$ cat config.mk
export PLATFORM = sky130hd
export DESIGN_NAME = rme_ctrl
export DESIGN_NICKNAME = d
export VERILOG_FILES = /design/src/hdl/rme_pkg.sv /design/src/hdl/rme_ctrl.sv
export VERILOG_INCLUDE_DIRS = /design/src /design/src/hdl
export SDC_FILE = /design/constraint.sdc
export NUM_CORES = 1
export LEC_CHECK = 0
export ABC_AREA = 1
export BUFFER_PORTS_ARGS = -buffer_cell sky130_fd_sc_hd__buf_2
export CORE_AREA = 2 2 39 41
export CTS_CLUSTER_SIZE = 12
export DETAILED_ROUTE_END_ITERATION = 6
export DIE_AREA = 0 0 41 43
export HOLD_SLACK_MARGIN = 0.15
export PLACE_DENSITY_LB_ADDON = 0.15
export SYNTH_ARGS = -nofsm -noshare
export SYNTH_HDL_FRONTEND = slang
export SYNTH_SLANG_ARGS = --single-unit
$ cat constraint.sdc
create_clock -name i_clk -period 0.95 [get_ports i_clk]
set_input_delay 0.095 -clock i_clk [delete_from_list [all_inputs] [get_ports i_clk]]
set_output_delay 0.095 -clock i_clk [all_outputs]
set_load 0.01 [all_outputs]
$ cat src/hdl/assert_macros.svh
// Assertion macros shared by the RTL files.
// Each macro takes a label, the clock, the active-low reset, an antecedent
// and a consequent.
`ifndef ASSERT_MACROS_SVH
`define ASSERT_MACROS_SVH

// Consequent must hold in the same cycle as the antecedent.
`define RME_ASSERT_IMP(lbl, clk, rst_n, ante, cons) \
    lbl: assert property (@(posedge clk) disable iff (!rst_n) (ante) |-> (cons)) \
        else $error("same-cycle implication failed");

// Consequent must hold in the cycle after the antecedent.
`define RME_ASSERT_NXT(lbl, clk, rst_n, ante, cons) \
    lbl: assert property (@(posedge clk) disable iff (!rst_n) (ante) |=> (cons)) \
        else $error("next-cycle implication failed");

`endif

$ cat src/hdl/rme_pkg.sv
package rme_pkg;

    localparam int unsigned DATA_W    = 32;
    localparam int unsigned PROD_W    = 2 * DATA_W;
    localparam int unsigned CNT_W     = $clog2(PROD_W);
    localparam int unsigned CFG_IDX_W = 2;

    typedef logic [DATA_W-1:0] t_word;
    typedef logic [PROD_W-1:0] t_prod;

    // Configuration register indexes.
    typedef enum logic [CFG_IDX_W-1:0] {
        CFG_PUBLIC_EXP  = 2'd0,
        CFG_PRIVATE_EXP = 2'd1,
        CFG_MODULUS     = 2'd2
    } t_cfg_idx;

    // Operation codes carried in tuser.
    localparam logic OP_ENCRYPT = 1'b0;
    localparam logic OP_DECRYPT = 1'b1;

    // Commands from the controller to the datapath.
    typedef struct packed {
        logic load;      // capture message, exponent and modulus
        logic mul;       // form both 64-bit products
        logic red_step;  // one bit of the restoring reduction
        logic update;    // write back reduced values, shift exponent
        logic emit;      // copy accumulator to the output register
    } t_dp_cmd;

    // Status from the datapath to the controller.
    typedef struct packed {
        logic exp_zero;  // no exponent bits left
        logic mod_zero;  // modulus of zero stands for 2^32
        logic red_last;  // current reduction step is the final one
    } t_dp_status;

endpackage

$ cat src/hdl/rme_ctrl.sv
`include "assert_macros.svh"

module rme_ctrl (
    input  logic                i_clk,
    input  logic                i_rst_n,
    input  logic                i_in_valid,
    output logic                o_in_ready,
    output logic                o_out_valid,
    input  logic                i_out_ready,
    output rme_pkg::t_dp_cmd    o_cmd,
    input  rme_pkg::t_dp_status i_status
);

    typedef enum logic [2:0] {
        S_IDLE,
        S_CHECK,
        S_MUL,
        S_RED,
        S_UPDATE,
        S_DONE
    } t_state;

    t_state r_state;
    logic   r_out_valid;
    logic   slot_free;

    assign slot_free  = !r_out_valid || i_out_ready;
    assign o_in_ready = (r_state == S_IDLE);

    always_comb begin
        o_cmd = '0;
        case (r_state)
            S_IDLE:   o_cmd.load     = i_in_valid;
            S_MUL:    o_cmd.mul      = 1'b1;
            S_RED:    o_cmd.red_step = 1'b1;
            S_UPDATE: o_cmd.update   = 1'b1;
            S_DONE:   o_cmd.emit     = slot_free;
            default:  o_cmd = '0;
        endcase
    end

    always_ff @(posedge i_clk) begin
        if (!i_rst_n) begin
            r_state     <= S_IDLE;
            r_out_valid <= 1'b0;
        end else begin
            case (r_state)
                S_IDLE: begin
                    if (i_in_valid) r_state <= S_CHECK;
                end
                S_CHECK: begin
                    r_state <= i_status.exp_zero ? S_DONE : S_MUL;
                end
                S_MUL: begin
                    // With a modulus of zero the low product half is the result.
                    r_state <= i_status.mod_zero ? S_UPDATE : S_RED;
                end
                S_RED: begin
                    if (i_status.red_last) r_state <= S_UPDATE;
                end
                S_UPDATE: begin
                    r_state <= S_CHECK;
                end
                S_DONE: begin
                    if (slot_free) r_state <= S_IDLE;
                end
                default: r_state <= S_IDLE;
            endcase

            if (o_cmd.emit) begin
                r_out_valid <= 1'b1;
            end else if (i_out_ready) begin
                r_out_valid <= 1'b0;
            end
        end
    end

    assign o_out_valid = r_out_valid;

    `RME_ASSERT_NXT(a_emit_valid, i_clk, i_rst_n, (r_state == S_DONE) && slot_free, r_out_valid && (r_state == S_IDLE))
    `RME_ASSERT_NXT(a_red_exit, i_clk, i_rst_n, (r_state == S_RED) && i_status.red_last, r_state == S_UPDATE)

endmodule

==> metrics.md, run 1 <==
| Metric | Value |
|---|---|
| Post-Syn Area per Cell | `6.506 µm²` |
| FMAX | `0.8996 GHz` |
| Initial antenna violation count | `0` |
| Setup TNS | `-994.9 ps` |
| Port bufs | `13` |
| Final Max Slew Viols | `0` |
| Peak VDD IR | `473.6 µV` |
| Vias in the first global route | `approximately 340` |
| Detail Route Antenna Nets | `0` |
| CTS max path bufs | `2` |
| # fillers | `154` |
| WP data required | `850 ps` |
| Pwr/cell area | `1295 mW/mm²` |
| Skew final | `between 2 and 3 ps` |
| Power share of the combinational group | `38.3%` |
| Hpwl dp | `between 500 and 600 µm` |
| Layout cells sized above 1 | `between 60 and 70%` |
| FFs w/ async S/R, synth | `0%` |
| Startpoint types | `flip-flop` |
| Hold Crit Class | `primary input to flip-flop` |
| Synth Instances | `45` |
| Post-DR vias/cell | `roughly 4.3` |
| Drt drc | `0` |
| Relative slew slack | `roughly 87%` |
| Mux cell area share after synthesis | `0%` |
| Largest family of logic cells by synthesized area | `simple AND/OR/NAND/NOR gates` |
| Slew @ Worst Pin | `about 190 ps` |
| Synthesized area | `292.8 µm²` |
| Yosys top cell area share | `27.35%` |
| Top FF cell, synth | `dfxtp_1` |
| Ant. Diodes | `0` |
| H-tree depth | `1` |
| Post-synthesis xor/xnor area fraction | `0%` |
| Synth Register Bits | `4` |
| Vias post-DR | `371` |
| Largest cells by area after synthesis | `dfxtp_1, inv_1, nor2_1` |
| Setup violators final | `9` |
| Routability cong. | `between 0.8 and 0.9` |
| Die width | `41 µm` |
| CTS Buf Count | `3` |
| Simple-gate share of the synthesized area | `41.88%` |
| Clock transition at the registers of the reported paths | `40 ps` |
| Synth top cells by count | `inv_1, nor2_1, a21oi_1, dfxtp_1, nand2_1` |
| Final Hold Viols | `0` |
| Clock Sink Count | `4` |
| Status | `complete, but fails checks` |
| Pin count of the biggest net entering global routing | `6` |
| CTS tree | `yes` |
| CP arrival | `1020 ps` |
| Global route overflow | `0` |
| Core Area | `between 0.001 and 0.0015 mm²` |
| Seq/Total Area, Yosys | `27.35%` |
| Die ar. | `0.001763 mm²` |
| Yosys top cell by area | `dfxtp_1` |
| Ratio of final minimum period to clock period | `117.0%` |
| Post-DR wirelength/cell | `9.279 µm` |
| P_int | `approximately 0.47 mW` |
| Clock Latency Late Sink | `230 ps` |
| Worst Setup End Kind | `output port` |
| Initial Utilization | `21.16%` |
| Post-synth EDFFs | `0` |
| IO Pins | `14` |
| Post-synthesis compound-gate area fraction | `14.10%` |
| Switching power | `between 0.2 and 0.25 mW` |
| Fin crit period | `1112 ps` |
| Clock tree root buffer cell | `clkbuf_4` |
| Final wirelength | `~800 µm` |
| First-pass GRT wire length | `1366 µm` |
| Clk pwr share | `between 30 and 40%` |
| Nets | `79` |
| Failing checks | `negative setup slack` |
| Most frequent cell after synthesis | `inv_1` |
| PnR worst setup slack | `-161.6 ps` |
| CP max FO | `5` |
| WS Path Type | `flip-flop to output port` |
| Unrepaired setup endpoints after global routing | `yes` |
| Drt pass-1 iters | `4` |
| Std cell rows | `14` |
| Initial DRC count | `10` |
| Synth warn | `0` |
| Pleak | `around 0.28 nW` |
| Final total power | `0.7035 mW` |
| Synth-to-Final Area Change | `85.47%` |
| Die Y-Extent | `43 µm` |
| Sequential Power Share | `around a third` |
| Synth Net Count | `52` |
| Switching Share | `33.68%` |
| Synth Area in Adders | `0%` |
| Maxcap violations | `0` |
| GRT Resource Usage Total | `11.35%` |
| Synth unique cells | `17` |
## logic make-up after synthesis
logic type      Yosys count
flops                     4
buf+inv                  11
compound gates            7
simple gates             23
## layout make-up
class                   count  area (µm²)  area share (%)
well taps                  16       20.02           3.687
clock buffers               3       22.52           4.147
repair buffers             23       160.2           29.49
inverters                  10       42.54           7.834
flip-flops and latches      4       91.34           16.82
multi-input cells          30       206.4           38.02
## layer usage
layer | vias up | track usage (%) | share of wire [%]
met3 | 2 | 3.141 | 2.0
met1 | 172 | 13.18 | 40
li1 | 192 | - | -
met2 | 5 | 18.75 | 56
met4 | 0 | 4.000 | 1.0
met5 | - | 0 | 0
## power by group through the flow
stage,Combinational (mW),Clock (mW),Sequential [mW]
after CTS,0.257,0.216,0.221
after global placement,0.183,0,0.218
after global routing,0.294,0.236,0.224
after detailed placement,0.179,0,0.217
final,0.270,0.212,0.221
after floorplan,0.145,0,0.200
## worst max-delay path, stage by stage (launching register included)
cell     delay (ps)
dfxtp_4         370
buf_6           130
nor3_1          140
buf_2           150
## sequential cells by signal (all words and copies together) (netlist names)
register     flops
r_state          3
o_out_valid      1
## timing repair
action                                 4_1_cts  5_1_grt
setup buffers                                7        0
hold buffers                                 1        0
pin swaps                                    4        4
setup endpoints to repair                    9        9
gates resized for setup                     16        5
endpoints found under the hold margin        3        0
## cells in the final DEF (no fill, tap or decap), drive strengths merged
master       Yosys  layout
nor2             8       8
o21ai            1       1
buf              1      22
nor3             2       2
nand2            7       7
nand3            4       4
dlygate4sd3      0       1
dfxtp            4       4
nand4            1       1
o211ai           1       1
nand3b           1       1
a21oi            5       5
inv             10      10
clkbuf           0       3
## path summary, 6_finish.rpt
path | start | endpoint | slack (ps) | cells after the start
worst max register to register | r_state[2] | r_state[2] | -100 | 7
worst max-delay path | r_state[2] | o_cmd[3] | -160 | 3
worst min-delay path | i_status[2] | r_state[1] | 190 | 4
worst min register to register | o_out_valid | o_out_valid | 530 | 2
## stage by stage
stage                     hold slack, ps  area [µm²]  worst slack, ps  cells  util, %
after floorplan                    192.6       304.0           -59.99     45        -
after global placement             298.3       392.9           -194.0     75    28.39
after detailed placement           302.1       392.9           -145.8     75    28.39
after CTS                          187.4       526.8           -156.6     86    38.07
after global routing               220.5       543.0           -197.9     86    39.24
final                              191.0       543.0           -161.6     86    39.24
Power figures use the tool's default switching activity.
==> run 2, diff against run 1 <==
Settings changed: ABC_AREA 1 to unset.
==> run 2 against run 1 <==
Against the previous run:
- the run still ends with negative setup slack left
- hold slack got worse by 5.7 ps
- clock skew grew 1.8 ps
- sequential share of layout area is 0.43 points lower
- synthesized cell count down 22%
- highest routed layer is now met3
==> metrics.md, run 2 <==
| Metric | Value |
|---|---|
| Post-Layout Inst Area | `526.8 µm²` |
| Top FF cell, synth | `dfxtp_1` |
| # fillers | `151` |
| Vias post-DR | `333` |
| Std cell rows | `14` |
| Place WS | `-222.7 ps` |
| Worst Setup End Kind | `output port` |
| Hpwl dp | `574.5 µm` |
| Initial antenna violation count | `0` |
| Startpoint types | `flip-flop` |
| Maxcap violations | `0` |
| Failing checks | `negative setup slack` |
| Fin crit period | `1200 ps` |
| Drt drc | `0` |
| Post-synth EDFFs | `0` |
| Initial Utilization | `20.43%` |
| PnR worst setup slack | `-250.4 ps` |
| Die Y-Extent | `43 µm` |
| FMAX | `0.8330 GHz` |
| Yosys top cell by area | `dfxtp_1` |
| Pleak | `0.2294 nW` |
| Routability cong. | `0.6717` |
| Post-DR wirelength/cell | `about 9.7 µm` |
| CTS tree | `yes` |
| Relative slew slack | `87.26%` |
| Hold Crit Class | `primary input to flip-flop` |
| Vias in the first global route | `286` |
| Peak VDD IR | `approximately 580 µV` |
| Final Max Slew Viols | `0` |
| Synthesized area | `between 200 and 300 µm²` |
| Synth top cells by count | `dfxtp_1, nor2_1` |
| Clock Sink Count | `4` |
| Clock transition at the registers of the reported paths | `40 ps` |
| Synth unique cells | `20` |
| Nets | `68` |
| Layout cells sized above 1 | `62.71%` |
| Detail Route Antenna Nets | `0` |
| WP data required | `about 850 ps` |
| Multi-input combinational cell area | `217.7 µm²` |
| Core Area | `0.001384 mm²` |
| Critical path origin | `r_state[1]` |
| WS Path Type | `flip-flop to output port` |
| FFs w/ async S/R, synth | `0%` |
| Yosys top cell area share | `between 20% and 30%` |
| Clock Latency Late Sink | `230 ps` |
| Synth-to-Final Area Change | `86.28%` |
| Unrepaired setup endpoints after global routing | `yes` |
| Leading cell type in the layout, fill and taps excluded | `buf_2` |
| Synth Instances | `35` |
| Skew final | `4.493 ps` |
| First-pass GRT wire length | `1090 µm` |
| Slew @ Worst Pin | `188.6 ps` |
| Pin count of the biggest net entering global routing | `7` |
| Most frequent cells in the layout | `buf_2, buf_6, nor2_2` |
| Pwr/cell area | `1185 mW/mm²` |
| Largest register FFs | `3` |
| Port bufs | `13` |
| Final Hold Viols | `0` |
| HP Start | `i_out_ready` |
| Ant. Diodes | `0` |
| CTS max path bufs | `2` |
| Post-DR vias/cell | `~4.4` |
| Seq/Total Area, Yosys | `28.32%` |
| CP max FO | `4` |
| Setup violators final | `9` |
| Clock tree root buffer cell | `clkbuf_4` |
| IO Pins | `14` |
| Status | `complete, but fails checks` |
| Largest cells by area after synthesis | `dfxtp_1, or2b_2, nand3b_1` |
| Initial DRC count | `2` |
| Biggest register | `r_state` |
| Post-Syn Area per Cell | `8.079 µm²` |
| Final wirelength | `727 µm` |
| Die ar. | `0.001763 mm²` |
| Dpl cell area | `394.1 µm²` |
| CP arrival | `roughly 1100 ps` |
| Synth Register Bits | `4` |
| Global route overflow | `0` |
| Register Area | `86.33 µm²` |
| Die width | `approximately 41 µm` |
| H-tree depth | `1` |
| Worst R2R Start | `r_state[2]` |
| GRT Resource Usage Total | `9.246%` |
| Synth warn | `0` |
| Final total power | `0.6240 mW` |
| CTS Buf Count | `3` |
| Synth Net Count | `42` |
| Drt pass-1 iters | `3` |
| Ratio of final minimum period to clock period | `126.4%` |
## run 2: path summary, 6_finish.rpt
path | cells after the start | slack (ps) | endpoint
max | 4 | -250 | o_cmd[0]
min | 3 | 190 | o_out_valid
max reg2reg | 3 | -230 | r_state[0]
min reg2reg | 2 | 510 | o_out_valid
## run 2: critical path, stage by stage, from the launching register on
cell and delay, ps:
dfxtp_2 330, buf_6 120, nand3b_1 170, nor2b_1 120, buf_2 130
## run 2: layout make-up
type                            instances  share of cell area (%)
Clock buffer                            3                   4.276
Sequential cell                         4                   16.39
Tap cell                               16                   3.800
Multi-Input combinational cell         27                   41.33
Inverter                                2                   1.425
Timing Repair Buffer                   23                   32.78
## run 2: what timing repair did
item | in CTS | in global routing
gates resized for setup | 11 | 10
setup endpoints to repair | 9 | 9
gates cloned | 0 | 0
pin swaps | 2 | 2
hold endpoints to repair | 1 | 0
setup buffers | 3 | 1
hold buffers | 1 | 0
## run 2: power breakdown
part / internal (mW) / total (mW) / switching [mW]
combinational: 0.133 / 0.224 / 0.0905
clock: 0.141 / 0.206 / 0.0651
sequential: 0.181 / 0.194 / 0.0133
total: 0.455 / 0.624 / 0.169
## run 2: metal layers
layer,track usage [%],up-vias,routed length [µm]
li1,-,173,-
met5,0,-,0
met3,3.141,0,44
met2,13.75,7,368
met4,6.000,0,0
met1,10.65,153,314
## run 2: cells by family after synthesis
group                  after synthesis  share of synthesized area [%]
AO/OA/AOI/OAI                        8                          17.70
buffers and inverters                4                          9.294
flip-flops                           4                          28.32
multiplexers                         1                          3.540
AND/OR/NAND/NOR                     18                          41.15
## run 2: through the flow
stage | std cells | util [%] | hold slack, ps | TNS (ps)
6_report | 75 | 38.07 | 185.3 | -1520
5_1_grt | 75 | 38.07 | 192.4 | -2058
4_1_cts | 75 | 35.08 | 179.3 | -1655
3_5_place_dp | 68 | 28.48 | 324.1 | -563.9
3_3_place_gp | 68 | 28.48 | 329.3 | -514.4
2_1_floorplan | 35 | - | 212.5 | -446.9
